===== config.mk =====
export PLATFORM = sky130hd
export DESIGN_NAME = bef_front
export DESIGN_NICKNAME = d
export VERILOG_FILES = /design/src/sv/bef_pkg.sv /design/src/sv/bef_front.sv
export SDC_FILE = /design/constraint.sdc
export NUM_CORES = 1
export LEC_CHECK = 0
export BUFFER_PORTS_ARGS = -buffer_cell sky130_fd_sc_hd__buf_2
export CELL_PAD_IN_SITES_DETAIL_PLACEMENT = 1
export CELL_PAD_IN_SITES_GLOBAL_PLACEMENT = 2
export CORE_UTILIZATION = 31
export DETAILED_ROUTE_END_ITERATION = 8
export PLACE_DENSITY_LB_ADDON = 0.1
export REMOVE_ABC_BUFFERS = 1
export SYNTH_ARGS = -nofsm -noshare
export SYNTH_HDL_FRONTEND = slang
export SYNTH_SLANG_ARGS = --single-unit

===== constraint.sdc =====
create_clock -name i_clk -period 13.2 [get_ports i_clk]
set_input_delay 3.3 -clock i_clk [delete_from_list [all_inputs] [get_ports i_clk]]
set_output_delay 3.3 -clock i_clk [all_outputs]
set_load 0.05 [all_outputs]

===== src/sv/bef_pkg.sv =====
// shared types and constants of the boundary edge flux unit
package bef_pkg;

    localparam int W_VAL  = 32;
    localparam int W_FLUX = 48;
    localparam int W_ADDR = 5;

    // register indexes on the configuration port
    localparam logic [2:0] REG_MODE = 3'd0;
    localparam logic [2:0] REG_BV1  = 3'd1;
    localparam logic [2:0] REG_BV2  = 3'd2;
    localparam logic [2:0] REG_BV3  = 3'd3;
    localparam logic [2:0] REG_BV4  = 3'd4;
    localparam logic [2:0] REG_HC   = 3'd5;
    localparam logic [2:0] REG_AMB  = 3'd6;

    localparam logic [W_VAL-1:0] AMB_RESET = 32'd19202048;

    localparam logic [3:0] CODE_FIRST = 4'd1;
    localparam logic [3:0] CODE_LAST  = 4'd4;

    localparam logic [W_FLUX-1:0] FLUX_MAX = {1'b0, {(W_FLUX-1){1'b1}}};
    localparam logic [W_FLUX-1:0] FLUX_MIN = {1'b1, {(W_FLUX-1){1'b0}}};

    // queue between front and back
    localparam int QDEPTH = 4;
    localparam int QPTR_W = $clog2(QDEPTH);

    // back pipeline stage map
    localparam int NSQ    = 33;
    localparam int NDIV   = 48;
    localparam int S_SUM  = 1;
    localparam int S_SQ0  = 2;
    localparam int S_OVF  = S_SQ0 + NSQ;
    localparam int S_DV0  = S_OVF + 1;
    localparam int S_FIN  = S_DV0 + NDIV;
    localparam int NSTG   = S_FIN + 1;

    typedef struct packed {
        logic                  mode;
        logic [3:0][W_VAL-1:0] bval;
        logic [W_VAL-1:0]      hc;
        logic [W_VAL-1:0]      amb;
    } t_cfg;

    // one classified edge
    typedef struct packed {
        logic        wr;
        logic        div;
        logic        conv;
        logic        neg;
        logic [32:0] adiff;
        logic [32:0] ax;
        logic [32:0] ay;
    } t_item;

endpackage


===== src/sv/bef_front.sv =====
// front end: accepts an edge, picks the boundary value and forms magnitudes
module bef_front (
    input  logic                    i_clk,
    input  logic                    i_rst_n,
    input  bef_pkg::t_cfg           i_cfg,
    input  logic                    i_push,
    output logic                    o_full,
    input  logic [3:0]              i_boundary_code,
    input  logic signed [31:0]      i_cell_value,
    input  logic signed [31:0]      i_centroid_x,
    input  logic signed [31:0]      i_centroid_y,
    input  logic signed [31:0]      i_vertex_x,
    input  logic signed [31:0]      i_vertex_y,
    input  logic                    i_q_nfull,
    output logic                    o_q_push,
    output bef_pkg::t_item          o_item
);

    logic           r_vld;
    bef_pkg::t_item r_item;
    bef_pkg::t_item n_item;

    logic        is_bnd;
    logic [3:0]  cm1;
    logic [31:0] sel;
    logic [32:0] diff, dx, dy;
    logic        accept;

    always_comb begin
        is_bnd = (i_boundary_code inside {[bef_pkg::CODE_FIRST:bef_pkg::CODE_LAST]});
        cm1    = i_boundary_code - 4'd1;
        sel    = i_cfg.mode ? i_cfg.amb : i_cfg.bval[cm1[1:0]];
        diff   = {sel[31], sel} - {i_cell_value[31], i_cell_value};
        dx     = {i_centroid_x[31], i_centroid_x} - {i_vertex_x[31], i_vertex_x};
        dy     = {i_centroid_y[31], i_centroid_y} - {i_vertex_y[31], i_vertex_y};
        n_item.wr    = is_bnd;
        n_item.div   = is_bnd && !i_cfg.mode;
        n_item.conv  = is_bnd && i_cfg.mode && (i_boundary_code == bef_pkg::CODE_FIRST);
        n_item.neg   = diff[32];
        n_item.adiff = diff[32] ? -diff : diff;
        n_item.ax    = dx[32] ? -dx : dx;
        n_item.ay    = dy[32] ? -dy : dy;
    end

    assign o_q_push = r_vld && i_q_nfull;
    assign o_full   = r_vld && !i_q_nfull;
    assign o_item   = r_item;
    assign accept   = i_push && !o_full;

    always_ff @(posedge i_clk) begin
        if (accept) begin
            r_item <= n_item;
        end
    end

    always_ff @(posedge i_clk) begin
        if (!i_rst_n) begin
            r_vld <= 1'b0;
        end else if (accept) begin
            r_vld <= 1'b1;
        end else if (o_q_push) begin
            r_vld <= 1'b0;
        end
    end

endmodule


# Word level (Yosys, flattened, before mapping)
# Cells that the tools add are included.
op_classes:
  add_sub_neg: 7
  n_lt_le_gt_ge: 3
  eq_ne: 1
  n_mux: 8
  reduce_logical: 11
op_table:
  columns: ["op", "n"]
  rows:
  - ["$mux 32", 5]
  - ["$neg 33->33", 3]
  - ["$sub 32x32->33", 3]
  - ["$bmux 32 s2", 1]
  - ["$logic_and 1x1->1", 7]
  - ["$eq 4x1->1 const B", 1]
  - ["$ge 4x1->1 const B", 1]
  - ["$le 4x3->1 const B", 1]
  - ["$logic_not 1->1", 3]
  - ["$lt 2x3->1 const B", 1]
  - ["$mux 1", 2]
  - ["$reduce_bool 2->1", 1]
  - ["$sub 2x1->2 const B", 1]
totals:
  register_bits: 104

# Depth between registers and ports, before layout
depth:
  ltp_word: 7
  depth_mapped: 21

# Worst setup path before layout
# OpenSTA, ideal clock, no wires.
synth_timing:
  path_type: "input port to flip-flop"
  from: "input i_q_nfull"
  to: "register r_item (netlist bit o_item[0]), enable pin"
  setup_ns: 0.576
  t_arrival_ns: 8.097
  t_required_ns: 12.624
  setup_slack_ns: 4.528
  stages: 2
  cell_sequence: "nor2b_1 -> nor2b_1"
synth_between:
  elab_chain_cells: 4
synth_rtl:
  columns: ["item", "line_no", "source"]
  rows:
  - ["from (decl)", "bef_front.sv:14", "input logic i_q_nfull,"]
  - ["$logic_not 1->1", "bef_front.sv:46", "assign o_full = r_vld && !i_q_nfull;"]
  - ["$logic_and 1x1->1", "bef_front.sv:46", null]
  - ["$logic_not 1->1", "bef_front.sv:48", "assign accept = i_push && !o_full;"]
  - ["$logic_and 1x1->1", "bef_front.sv:48", null]
  - ["net accept", "bef_front.sv:27", "logic accept;"]
  - ["to (signal assigned)", "bef_front.sv:52", "r_item <= n_item;"]
  - ["to (decl)", "bef_front.sv:20", "bef_pkg::t_item r_item;"]
# The timed path passes the listed nets, and every way through them passes these cells.
# A chain may end at the register's enable or synchronous reset.

==> impl_metrics.ini <==
[cts]
cts.root.buffer_cell = clkbuf_16
cts_tree = done
post_cts_resize_count = 0
clk_pin_slew_ps = 80
cts.htree.levels = 3
cts.repair_timing.setup_buffer_count = 0
clockBufferDepth = 2
number_of_buffers_added_by_the_clock_tree_synthesis_step = 9
post_cts_hold_buffer_count = 0
tritoncts_num_sinks = 104
clk_latency_ps = 370

[sta]
final-max-slew-violation-count = 0
rsz_0062_raised_after_global_routing = no
relSlewSlack_pct = 21.6
layout_worst_path_cycle_share_pct = 67.9
tightest_pin_transition_ps = 1180
max_clock_freq_mhz = 112
finalHoldViolCount = 0
setup_tns_ps = 0
finalWorstPathRequiredPeriod_ps = 8960
finalSetupViolations = 0
clock-skew-final_ps = 8.01

[finish]
finalNetCount = 2345
layout.cells.non_filler = 2408
final_area_um2 = 15700
area_of_the_multi_input_gates_um2 = 8910
area_growth_pct = 23.2
fillerInstances = 4917
sequential_cell_area_um2 = 3110
drive_above_1_share_pct = 29.5

[critical_path]
timing_worst_setup_path_type = input port to flip-flop
cp.required_ps = 13300
master_of_the_slowest_instance_on_the_critical_path = buf_4
ordered_cell_list_for_the_critical_path = buf_2 > buf_4 > inv_1 > ha_1 > buf_4 > mux4_2 > mux2_2 > ha_1 > a21o_1 > a21o_1 > or3_1 > a2111oi_1 > o32ai_1 > nor4_1 > nand3_1 > nor3_1 > a21oi_1 > xor2_1
timing.critical_path.to_type = flip-flop
max_stage_delay_ps = 530
worst_ep_arrival_time_ps = 9070
crit_fanout = 34
start_kind = input port

[die]
count_of_standard_cell_rows = 73
io-pin-count = 466
chipWidth_um = 205
die_height_um = 205
die_area_um2 = 41900
fp.coreArea_um2 = 40100
starting_density_of_the_core_pct = 31.7

[synth]
ys_async_sr_fraction_pct = 0
syn-mean-instance-area_um2 = 8.56
synth_edf_count = 103
synthesized_area_um2 = 12700
postSynthRegisterBits = 104
synth_seq_area_share_pct = 24.5
synth_warnings = 0
ys_types = 91
synthesis.instances = 1487
dominantRegCellSynth = edfxtp_1

[global_routing]
wire_length_of_the_first_global_routing_pass_mm = 69.1
overall_overflow_remaining_after_global_route = 0
grt_start_max_net_pins = 62
antenna_found_initial = 1
grt_use_total_pct = 21.0
grt_pass1_vias = 12800

[route]
via_count = 12700
drcViolationCount = 0
drt-pass1-iter-count = 5
routed_wirelength_mm = 44.7
drt_iter0_drc = 478
final_antenna_net_count = 0
post_drt_wl_per_cell_um = 18.6
viasPerCell = 5.28

[placement]
final_replace_weighted_congestion = 0.855
placed_cells_incl_taps = 2391
hpwlAfterDp_mm = 37.6
numPortBuffers = 433
dpl-instance-area_um2 = 15400

[run_status]
outcome = completed

[pwr]
peakVddDrop_v = 0.0000733
leakage_nw = 6.97
finalPower_mw = 1.92
power.density_cell_area_nw_per_um2 = 123

[flow_run]
maxCapViolCount = 0

[worst_hold_path]
hp-class = flip-flop to flip-flop
[metal layers]
| layer | global-route usage (%) | up-vias | share of wire (%) |
|---|---|---|---|
| li1 | - | 6299 | - |
| met1 | 28.3 | 6071 | 47 |
| met2 | 35.2 | 324 | 47 |
| met3 | 2.82 | 29 | 4.7 |
| met4 | 5.36 | 0 | 1.7 |
| met5 | 0 | - | 0 |
[synth_stat cells (5+ instances only)]
| cell type | instances | area (µm²) |
|---|---|---|
| inv_1 | 126 | 473 |
| nand2_1 | 125 | 469 |
| a21oi_1 | 109 | 546 |
| ha_1 | 104 | 1300 |
| edfxtp_1 | 103 | 3090 |
| nor2_1 | 93 | 349 |
| xnor2_1 | 93 | 815 |
| o21ai_0 | 78 | 390 |
| xor2_1 | 67 | 587 |
| clkbuf_1 | 47 | 176 |
| nor3_1 | 47 | 235 |
| mux2_2 | 34 | 383 |
| a31oi_1 | 33 | 206 |
| a21o_1 | 32 | 240 |
| mux4_2 | 32 | 721 |
| o21a_1 | 26 | 195 |
| nand4_1 | 25 | 156 |
| nand3_1 | 20 | 100 |
| o211ai_1 | 20 | 150 |
| nor2b_1 | 19 | 119 |
| a211oi_1 | 15 | 113 |
| nor4_1 | 15 | 93.8 |
| or3_1 | 15 | 93.8 |
| and2_1 | 14 | 87.6 |
| and3_1 | 11 | 68.8 |
| o31ai_1 | 10 | 75.1 |
| o21bai_1 | 9 | 67.6 |
| or2_2 | 9 | 56.3 |
| a41oi_1 | 8 | 70.1 |
| a211o_1 | 7 | 61.3 |
| buf_1 | 7 | 26.3 |
| nand2b_1 | 7 | 43.8 |
| a311oi_1 | 6 | 52.6 |
| a31o_2 | 6 | 52.6 |
| buf_2 | 6 | 30.0 |
| mux2i_1 | 6 | 60.1 |
| nor3b_1 | 6 | 45.0 |
| o2111ai_1 | 6 | 52.6 |
| nand3b_1 | 5 | 37.5 |
[registers in the layout, indices dropped and copies added, names as in the netlist]
register and flops:
o_item 103, r_vld 1
[logic make-up (layout without fill, tap and decap cells)]
| family | count (synthesis) | in the layout | share of synthesized area, % |
|---|---|---|---|
| AND/OR/NAND/NOR | 433 | 433 | 17.0 |
| other | 0 | 1 | 0 |
| flip-flops | 104 | 104 | 24.5 |
| multiplexers | 72 | 72 | 9.14 |
| XOR/XNOR | 160 | 160 | 11.0 |
| AO/OA/AOI/OAI | 423 | 423 | 22.0 |
| buffers and inverters | 188 | 583 | 5.67 |
| adder cells (fa/ha/maj) | 107 | 107 | 10.7 |
[power breakdown]
group	switching [mW]	internal (mW)	leakage (nW)
Sequential	0.0187	0.477	1.01
Clock	0.141	0.153	0.139
Combinational	0.757	0.375	5.83
Total	0.917	1.00	6.97
[area by class of cell]
class | instances | share of cell area [%]
well taps | 525 | 4.19
diodes | 1 | 0.0160
flip-flops and latches | 104 | 19.9
inverters | 126 | 3.02
repair buffers | 441 | 14.2
multi-input cells | 1195 | 56.8
clock buffers | 12 | 1.57
clock inverters | 4 | 0.343
[path summary, 6_finish.rpt]
| path | startpoint | end | slack (ps) | cells past startpoint |
|---|---|---|---|---|
| setup reg to reg | r_vld | o_item[57] | 10880 | 4 |
| setup / recovery | i_boundary_code[0] | o_item[92] | 4240 | 18 |
| hold / removal | r_vld | r_vld | 690 | 2 |
| hold reg to reg | r_vld | r_vld | 690 | 2 |
[stage by stage]
stage / hold WS [ps] / setup slack (ps) / util [%]
final: 694 / 4240 / 39.1
after global routing: 734 / 3720 / 39.1
after CTS: 695 / 4190 / 39.1
after global placement: 664 / 3940 / 38.4
after detailed placement: 685 / 3830 / 38.4
after floorplan: 863 / 4530 / -
[cell usage in the layout (no fill, tap or decap), types with 18 or more instances in the layout]
cell type and instances:
nand2_1 125, nand4_1 25, nor2_1 93, mux2_2 34, a21o_1 32, nand3_1 20
nor2b_1 18, o211ai_1 20, ha_1 104, buf_2 433, a21oi_1 109, o21a_1 26
nor3_1 47, mux4_2 32, xor2_1 67, edfxtp_1 103, xnor2_1 93, a31oi_1 32
o21ai_0 78, inv_1 126
[critical path: cells and delay by family]
kind | cells | cell delay [ps]
multiplexers | 2 | 660
XOR/XNOR | 1 | 170
AO/OA/AOI/OAI | 5 | 1370
buffers and inverters | 4 | 1170
adder cells (fa/ha/maj) | 2 | 750
AND/OR/NAND/NOR | 4 | 1570
Power figures use the tool's default switching activity.
