`config.mk`:
```
export PLATFORM = sky130hd
export DESIGN_NAME = bef_queue
export DESIGN_NICKNAME = d
export VERILOG_FILES = /design/src/sv/bef_pkg.sv /design/src/sv/bef_queue.sv
export SDC_FILE = /design/constraint.sdc
export NUM_CORES = 1
export LEC_CHECK = 0
export CAP_MARGIN = 40
export CORE_MARGIN = 3
export CORE_UTILIZATION = 45
export DETAILED_ROUTE_END_ITERATION = 10
export DONT_BUFFER_PORTS = 1
export GPL_TIMING_DRIVEN = 0
export PLACE_DENSITY = 0.6
export SYNTH_ARGS = -nofsm -noshare
export SYNTH_HDL_FRONTEND = slang
export SYNTH_SLANG_ARGS = --single-unit
```
`constraint.sdc`:
```
create_clock -name i_clk -period 3.6 [get_ports i_clk]
set_input_delay 0.36 -clock i_clk [delete_from_list [all_inputs] [get_ports i_clk]]
set_output_delay 0.36 -clock i_clk [all_outputs]
set_load 0.01 [all_outputs]
```
`src/sv/bef_pkg.sv`:
```
// shared types and constants of the boundary edge flux unit
package bef_pkg;

    localparam int W_VAL  = 32;
    localparam int W_FLUX = 48;
    localparam int W_ADDR = 5;

    // register indexes on the configuration port
    localparam logic [2:0] REG_MODE = 3'd0;
    localparam logic [2:0] REG_BV1  = 3'd1;
    localparam logic [2:0] REG_BV2  = 3'd2;
    localparam logic [2:0] REG_BV3  = 3'd3;
    localparam logic [2:0] REG_BV4  = 3'd4;
    localparam logic [2:0] REG_HC   = 3'd5;
    localparam logic [2:0] REG_AMB  = 3'd6;

    localparam logic [W_VAL-1:0] AMB_RESET = 32'd19202048;

    localparam logic [3:0] CODE_FIRST = 4'd1;
    localparam logic [3:0] CODE_LAST  = 4'd4;

    localparam logic [W_FLUX-1:0] FLUX_MAX = {1'b0, {(W_FLUX-1){1'b1}}};
    localparam logic [W_FLUX-1:0] FLUX_MIN = {1'b1, {(W_FLUX-1){1'b0}}};

    // queue between front and back
    localparam int QDEPTH = 4;
    localparam int QPTR_W = $clog2(QDEPTH);

    // back pipeline stage map
    localparam int NSQ    = 33;
    localparam int NDIV   = 48;
    localparam int S_SUM  = 1;
    localparam int S_SQ0  = 2;
    localparam int S_OVF  = S_SQ0 + NSQ;
    localparam int S_DV0  = S_OVF + 1;
    localparam int S_FIN  = S_DV0 + NDIV;
    localparam int NSTG   = S_FIN + 1;

    typedef struct packed {
        logic                  mode;
        logic [3:0][W_VAL-1:0] bval;
        logic [W_VAL-1:0]      hc;
        logic [W_VAL-1:0]      amb;
    } t_cfg;

    // one classified edge
    typedef struct packed {
        logic        wr;
        logic        div;
        logic        conv;
        logic        neg;
        logic [32:0] adiff;
        logic [32:0] ax;
        logic [32:0] ay;
    } t_item;

endpackage

```
`src/sv/bef_queue.sv`:
```
// short queue of classified edges between front and back
module bef_queue (
    input  logic           i_clk,
    input  logic           i_rst_n,
    input  logic           i_push,
    input  bef_pkg::t_item i_item,
    input  logic           i_pop,
    output bef_pkg::t_item o_item,
    output logic           o_nempty,
    output logic           o_nfull
);

    bef_pkg::t_item r_mem [bef_pkg::QDEPTH];
    logic [bef_pkg::QPTR_W-1:0] r_wp, r_rp;
    logic [bef_pkg::QPTR_W:0]   r_cnt;

    assign o_nempty = (r_cnt != '0);
    assign o_nfull  = (r_cnt != (bef_pkg::QPTR_W+1)'(bef_pkg::QDEPTH));
    assign o_item   = r_mem[r_rp];

    always_ff @(posedge i_clk) begin
        if (i_push) begin
            r_mem[r_wp] <= i_item;
        end
    end

    always_ff @(posedge i_clk) begin
        if (!i_rst_n) begin
            r_wp  <= '0;
            r_rp  <= '0;
            r_cnt <= '0;
        end else begin
            if (i_push) r_wp <= r_wp + 1'b1;
            if (i_pop)  r_rp <= r_rp + 1'b1;
            case ({i_push, i_pop})
                2'b10:   r_cnt <= r_cnt + 1'b1;
                2'b01:   r_cnt <= r_cnt - 1'b1;
                default: r_cnt <= r_cnt;
            endcase
        end
    end

endmodule

```
After elaboration in Yosys (flattened, before gate mapping) --
Memory sizes are Yosys's and may differ from the RTL's. A register that Yosys moved wholly into a read port is not among the register bits. Index checks and enable logic that the tools add are counted.
Storage, ports and cells: register bits 7, latch bits 0, bits in writable memories 412, ROM bits 0, input bits 107, output and inout port bits 105, word-level logic and storage cells 18, memories kept 1
Memories:
- r_mem | depth 4, bits a word 103, read ports 1, clocked after Yosys merged registers in 1, wr ports 1, RTL line bef_queue.sv:13 | bef_pkg::t_item r_mem [bef_pkg::QDEPTH];
Operators by class: add/sub/neg operators 4, multiply operators 0, div/mod/pow operators 0, magnitude comparators 0, equality and inequality tests 3, shift-type cells 0, multiplexer cells 5, bitwise gates (word level) 0, reductions and logical operators 2
Operators with widths (number):
- one-hot mux 3 bit (2 select lines) | 1
- adder 2 x 1 -> 2 bit (second input constant) | 2
- two-way mux 2 bit | 2
- adder 3 x 1 -> 3 bit (second input constant) | 1
- != test 3 bit (second input constant) | 1
- nonzero test 3 bit | 1
- subtractor 3 x 1 -> 3 bit (second input constant) | 1
- equality test 2 x 1 -> 1 bit (second input constant) | 1
- equality test 2 bit (second input constant) | 1
- two-way mux 1 bit | 2
- nonzero test 2 bit | 1

Longest topological paths before layout --
Gate-level depths: netlist of the first run.
depth in word-level cells 3, depth in mapped cells 7, gate-level depth less buffers 7

Worst setup path before layout of the first run --
Ideal clock, no wire load.
kind reg2reg, start register r_wp[0] in the netlist's numbering, end memory r_mem[0][0] in the netlist's numbering, enable pin, setup time 0.473 ns, arrival time 2.919 ns, required time 3.127 ns, slack 0.208 ns, cell stages (with the launch flop) 4, path buffers 0, period minus slack after synthesis 3.392 ns, path through dfxtp_1 > inv_1 > ha_1 > and2_1
RTL lines:
- start: declaration | RTL line bef_queue.sv:14 | logic [bef_pkg::QPTR_W-1:0] r_wp, r_rp;
- start signal: assignment | RTL line bef_queue.sv:33 | if (i_push) r_wp <= r_wp + 1'b1;
- end: declaration | RTL line bef_queue.sv:13
No word-level cell before the write port.

==> impl_metrics.ini, run 1 <==
[global_route]
grt_max_degree = 40
grt_antenna_before_repair = 2
grt-ovfl-total = 0
grt_pass1_vias = 7173
grt_usage_pct = 15.5
grt_pass1_wl_um = 42600

[critical_path]
crit_arrival_ns = 2.08
end_kind = output port
crit_chain = buf_2 > buf_2 > mux4_2
cpPeakStageDelay_ns = 0.43
reg2reg_slack_ns = 1.56
critPathBufInv = 2
crit_slowest_cell = mux4_2
crit_path_frequent_cell = buf_2
cp.required_ns = 3.24
timing.rr.end = r_mem[2][8]$_DFFE_PP_
worst-setup-path-type = reg2out
reg2reg_depth = 5
critPathMaxFanout = 10
r2r_start = r_wp[0]$_SDFFE_PN0P_
startpoint_type = register
critPathTopFamily = buffers and inverters

[logic_synthesis]
yosysSeqAreaShare_pct = 81.6
syn-instance-count = 584
synth-seq-cells = 421
postSynthAreaPerCell_um2 = 26.3
ys_types = 21
synth_area_um2 = 15400
yosysWarnings = 0
synthesis.nets = 697

[sta]
worst_hold_slack_ns = 0.0618
setup_ws_ns = 1.16
min_period_ns = 2.44
setup_tns_ns = 0
relSlewSlack_pct = 48.9
rsz0062_at_grt = no
hold_viol = 0
maxSlewViolCount = 0
min_period_over_period_pct = 67.7
skew_ns = 0.00508
setup_viol = 0
fmax_mhz = 410
worst_slew_pin_slew_ns = 0.766

[finish]
instances_no_fill = 1216
final_nets = 853
nFillCells = 2469
seq_area_um2 = 12600
multiInputGateArea_um2 = 2580
areaGrowthSynthToFinish_pct = 19.8
drive_gt1_share_pct = 24.3
final_common_cell = edfxtp_1
layout_common_cells = edfxtp_1, dlygate4sd3_1, mux4_2

[detailed_routing]
via_per_inst = 5.34
vias = 6491
drt_wl_total_um = 28000
first_pass_iters = 4
routedWlPerCell_um = 23.0
drt_iter0_markers = 352
drc = 0
ant_nets = 0

[run_status]
status = finished, final reports clean

[worst_hold_path]
whs_path_depth = 2
hold_path.startpoint = i_push
min_to = r_wp[1]$_SDFFE_PN0P_
hold_class = in2reg

[pwr]
leakage_nw = 5.80
powerDensity_nw_per_um2 = 577
peakVddDrop_uv = 429
p_total_mw = 10.6

[placement]
post-place-ws_ns = 1.49
hpwl_um = 17600
gp_congestion = 0.682
io_buffers = 0
dp.cells = 1040

[floorplanning]
start_util_pct = 45.8
io_pins = 212
row_count = 67
die_w_um = 191
die_area_um2 = 36400
die_height_um = 191
design.core.area_um2 = 33600

[clock_network]
clk_pin_slew_worst_paths_ns = 0.06
clkSinkCount = 421
cts_tree = yes
cts_max_level = 2
root_buffer = clkbuf_16
clkLatencyLatePin_ns = 0.52
cts_buffers = 42
cts_resized = 0
clock_path_buffers = 3

[run]
drv_cap = 0
==> synthesized netlist by cell type (all sizes together) <==
master	count	share of area (%)
xor2	3	0.17
nand2	2	0.049
or3	2	0.081
and2	10	0.41
buf	23	1.6
nand3	1	0.032
a21boi	1	0.049
o21ai	2	0.065
ha	5	0.41
mux4	103	15
fa	1	0.13
edfxtp	412	80
nor2b	1	0.041
mux2i	1	0.065
xnor2	2	0.11
dfxtp	9	1.2
inv	6	0.15
==> area by class of cell <==
cell class | instances | area share [%]
inverters | 6 | 0.122
well taps | 448 | 3.04
repair buffers | 112 | 6.56
clock buffers | 57 | 6.35
diodes | 1 | 0.0136
clock inverters | 14 | 0.489
flip-flops and latches | 421 | 68.1
multi-input cells | 134 | 14.0
plain buffers | 23 | 1.33
==> what timing repair did <==
action,4_1_cts,5_1_grt
setup endpoints to repair,0,0
hold buffers,104,0
buffers inserted,0,0
endpoints found under the hold margin,421,0
==> worst register-to-register path: stages, from the launching register on <==
cell     delay, ns
dfxtp_1       0.35
inv_1         0.09
ha_1          0.17
and2_4        0.50
buf_12        0.31
buf_12        0.28
==> worst max path at each step <==
stage | from | endpoint | slack [ns] | cells after the start
3_3_place_gp | r_wp[0]$_SDFFE_PN0P_ | r_mem[2][56]$_DFFE_PP_ | -1.55 | 3
4_1_cts | register | o_item[46] | 1.09 | 3
6_report | register | o_item[48] | 1.16 | 3
3_5_place_dp | r_wp[0]$_SDFFE_PN0P_ | r_mem[2][8]$_DFFE_PP_ | 1.49 | 5
2_1_floorplan | r_wp[0]$_SDFFE_PN0P_ | r_mem[0][0]$_DFFE_PP_ | 0.21 | 3
5_1_grt | register | o_item[46] | 1.05 | 3
==> kinds of logic (layout without fill, tap and decap cells) <==
logic type,after synthesis,after routing,synth area share (%)
AOI/OAI and AO/OA,3,3,0.114
xor gates and xnor gates,5,5,0.285
adders and majority gates,6,6,0.537
buffers and inverters,29,212,1.74
DFF,421,421,81.6
muxes,104,104,15.1
other,0,1,0
and+or+nand+nor,16,16,0.610
==> state kept, by name (all words and copies together) (netlist names), named ones only <==
name / flops
r_rp: 2
r_cnt: 3
r_mem: 412
r_wp: 2
==> per-layer routing <==
metal | GRT usage, % | share of wire (%)
met3 | 5.48 | 9.2
met2 | 26.2 | 50
met1 | 19.2 | 39
met5 | 0 | 0.025
met4 | 4.35 | 2.2
==> metrics by stage <==
step / utilization [%] / instance area (µm²)
floorplan: - / 15400
global placement: 47.4 / 15900
detailed placement: 48.0 / 16100
CTS: 54.8 / 18400
global route: 54.8 / 18400
finish: 54.8 / 18400
==> power breakdown <==
group | switching (mW) | internal (mW)
Clock | 1.64 | 2.33
Combinational | 0.540 | 0.437
Sequential | 0.0512 | 5.63
Total | 2.23 | 8.40
Note: power is estimated with default switching activity, not from simulation.
==> run 2, diff against run 1 <==
--- a/config.mk
+++ b/config.mk
@@ -5,6 +5,7 @@
 export SDC_FILE = /design/constraint.sdc
 export NUM_CORES = 1
 export LEC_CHECK = 0
+export ABC_AREA = 1
 export CAP_MARGIN = 40
 export CORE_MARGIN = 3
 export CORE_UTILIZATION = 45
==> constraint.sdc (replaced) <==
create_clock -name i_clk -period 2 [get_ports i_clk]
set_input_delay 0.2 -clock i_clk [delete_from_list [all_inputs] [get_ports i_clk]]
set_output_delay 0.2 -clock i_clk [all_outputs]
set_load 0.01 [all_outputs]
==> run 2 against run 1 <==
Net effect:
- the flow now finishes with violations (setup timing)
- critical path type unchanged
- first-iteration DRC count grew 85%
- critical endpoint is now o_item[58]
- largest power group unchanged
- worst hold slack gained 0.064 ns
- sequential power grew 80%
- sequential share of layout area shrank 14 points
- power grew 100%
- largest cell class unchanged
- flip-flop and latch count is the same
- final area grew 25%
==> impl_metrics.ini, run 2 <==
[logic_synthesis]
yosysSeqAreaShare_pct = 80.2
synth-simple-area-share_pct = 5.36
yosysTopAreaCell = edfxtp_1
synthXorXnorAreaFrac_pct = 0
postSynthAreaPerCell_um2 = 14.9
synthTopCellsByArea = edfxtp_1, o21ai_0, nor2_1, o22ai_1, dfxtp_1
synthMuxAreaShare_pct = 0
yosysMostFrequentCell = edfxtp_1
synth_top_area_share_pct = 79.0
synth_area_um2 = 15700
synthTopCellsByCount = edfxtp_1, nor2_1, o21ai_0, o22ai_1, clkbuf_1
synthesis.nets = 1166
syn-instance-count = 1053
synth_compound_area_share_pct = 11.1
yosys.area_share.adder_pct = 0.527
synth_top_family_by_area = compound AO/OA/AOI/OAI gates
synth_top_flop_cell = edfxtp_1
synth-seq-cells = 421
synth-edff-count = 412
async_reset_ff_share_pct = 0
yosysWarnings = 0
ys_types = 18

[finish]
layout_common_cells = edfxtp_1, dlygate4sd3_1, nor2_4
largest_register_ffs = 412
stdcell_area_um2 = 23100
drive_gt1_share_pct = 42.0
areaGrowthSynthToFinish_pct = 47.4
top_regs = r_mem x412, r_cnt x3
top_register = r_mem
final_nets = 1391
nFillCells = 2195
final_common_cell = edfxtp_1

[clock_network]
clock_path_buffers = 3
cts_buffers = 44
clkSinkCount = 421
cts_max_level = 2
clk_pin_slew_worst_paths_ns = 0.06
root_buffer = clkbuf_16
cts_tree = yes
clkLatencyLatePin_ns = 0.55

[detailed_routing]
drt_wl_total_um = 44000
ant_nets = 0
via_per_inst = 5.61
vias = 9877
routedWlPerCell_um = 25.0
drt_iter0_markers = 650
first_pass_iters = 6
drc = 0

[sta]
skew_ns = 0.0121
rsz0062_at_grt = yes
maxSlewViolCount = 0
setup_ws_ns = -0.0874
setup_tns_ns = -2.19
relSlewSlack_pct = 47.2
min_period_over_period_pct = 104
min_period_ns = 2.09
worst_slew_pin_slew_ns = 0.788
hold_viol = 0
setup_viol = 45
fmax_mhz = 479
worst_hold_slack_ns = 0.125

[run_status]
failed_checks = setup timing
status = complete, but fails checks

[pwr]
powerDensity_nw_per_um2 = 925
leakage_nw = 7.53
peakVddDrop_uv = 956
p_total_mw = 21.4

[floorplanning]
design.core.area_um2 = 34000
die_area_um2 = 37100
row_count = 67
start_util_pct = 46.1
die_height_um = 193
io_pins = 212
die_w_um = 193

[global_route]
grt_pass1_wl_um = 60500
grt_usage_pct = 22.0
grt_max_degree = 33
grt-ovfl-total = 0
grt_pass1_vias = 9995
grt_antenna_before_repair = 3

[placement]
place_area_um2 = 16500
hpwl_um = 22600
io_buffers = 0
post-place-ws_ns = -0.301
gp_congestion = 0.736

[run]
drv_cap = 0

[critical_path]
worst-setup-path-type = reg2out
cp.required_ns = 1.80
end_kind = output port
crit_arrival_ns = 1.89
critPathMaxFanout = 6
startpoint_type = register

[worst_hold_path]
hold_class = in2reg
## run 2: worst max-delay path: stages, from the launching register on
cell      delay (ns)
dfxtp_4         0.40
buf_12          0.16
clkinv_8        0.07
buf_16          0.15
buf_12          0.13
buf_12          0.14
o21ai_4         0.16
o22ai_4         0.10
## run 2: metal layers
metal / global-route usage [%] / vias up / part of all wire, %
li1: - / 4459 / -
met1: 28.2 / 5020 / 40
met2: 36.6 / 341 / 51
met3: 6.68 / 57 / 7.6
met4: 6.25 / 0 / 1.8
met5: 0 / - / 0
## run 2: final timing paths
check | startpoint | endpoint | slack [ns] | cells after the start
setup reg to reg | r_wp[0]$_SDFFE_PN0P_ | r_mem[3][96]$_DFFE_PP_ | 0.13 | 3
setup / recovery | register | o_item[58] | -0.09 | 7
hold reg to reg | r_rp[1]$_SDFFE_PN0P_ | register | 0.44 | 1
hold / removal | i_push | r_mem[2][3]$_DFFE_PP_ | 0.13 | 3
## run 2: report_power, final
| group | total (mW) | leakage [nW] | internal [mW] | switching [mW] |
|---|---|---|---|---|
| registers | 10.2 | 3.86 | 10.1 | 0.151 |
| clock network | 7.98 | 0.683 | 4.74 | 3.24 |
| logic | 3.13 | 2.99 | 1.36 | 1.78 |
## run 2: cell type report
type                    instances  area (µm²)  area share (%)
inverters                      17        95.1           0.412
diodes                          3        7.51          0.0325
well taps                     448         561            2.43
clock inverters                23         211           0.916
repair buffers                177        2410            10.4
clock buffers                  56        1200            5.19
repair inverters                5        36.3           0.157
plain buffers                  64         900            3.90
multi-input cells             548        5100            22.1
flip-flops and latches        421       12600            54.4
## run 2: logic make-up after synthesis
| group | after synthesis |
|---|---|
| adder cells (fa/ha/maj) | 6 |
| AND/OR/NAND/NOR | 222 |
| AO/OA/AOI/OAI | 320 |
| buffers and inverters | 84 |
| flip-flops | 421 |
## run 2: stage by stage
stage | std cells | utilization [%]
floorplan | 1053 | -
global placement | 1501 | 47.9
detailed placement | 1513 | 48.6
CTS | 1737 | 63.1
global route | 1762 | 68.0
finish | 1762 | 68.0
## run 2: timing repair
action / 4_1_cts / 5_1_grt
hold buffers: 106 / 0
pin swaps: 94 / 75
hold endpoints to repair: 421 / 0
buffers inserted: 18 / 15
resized for setup: 481 / 392
setup endpoints to repair: 288 / 223
gates cloned: 21 / 14
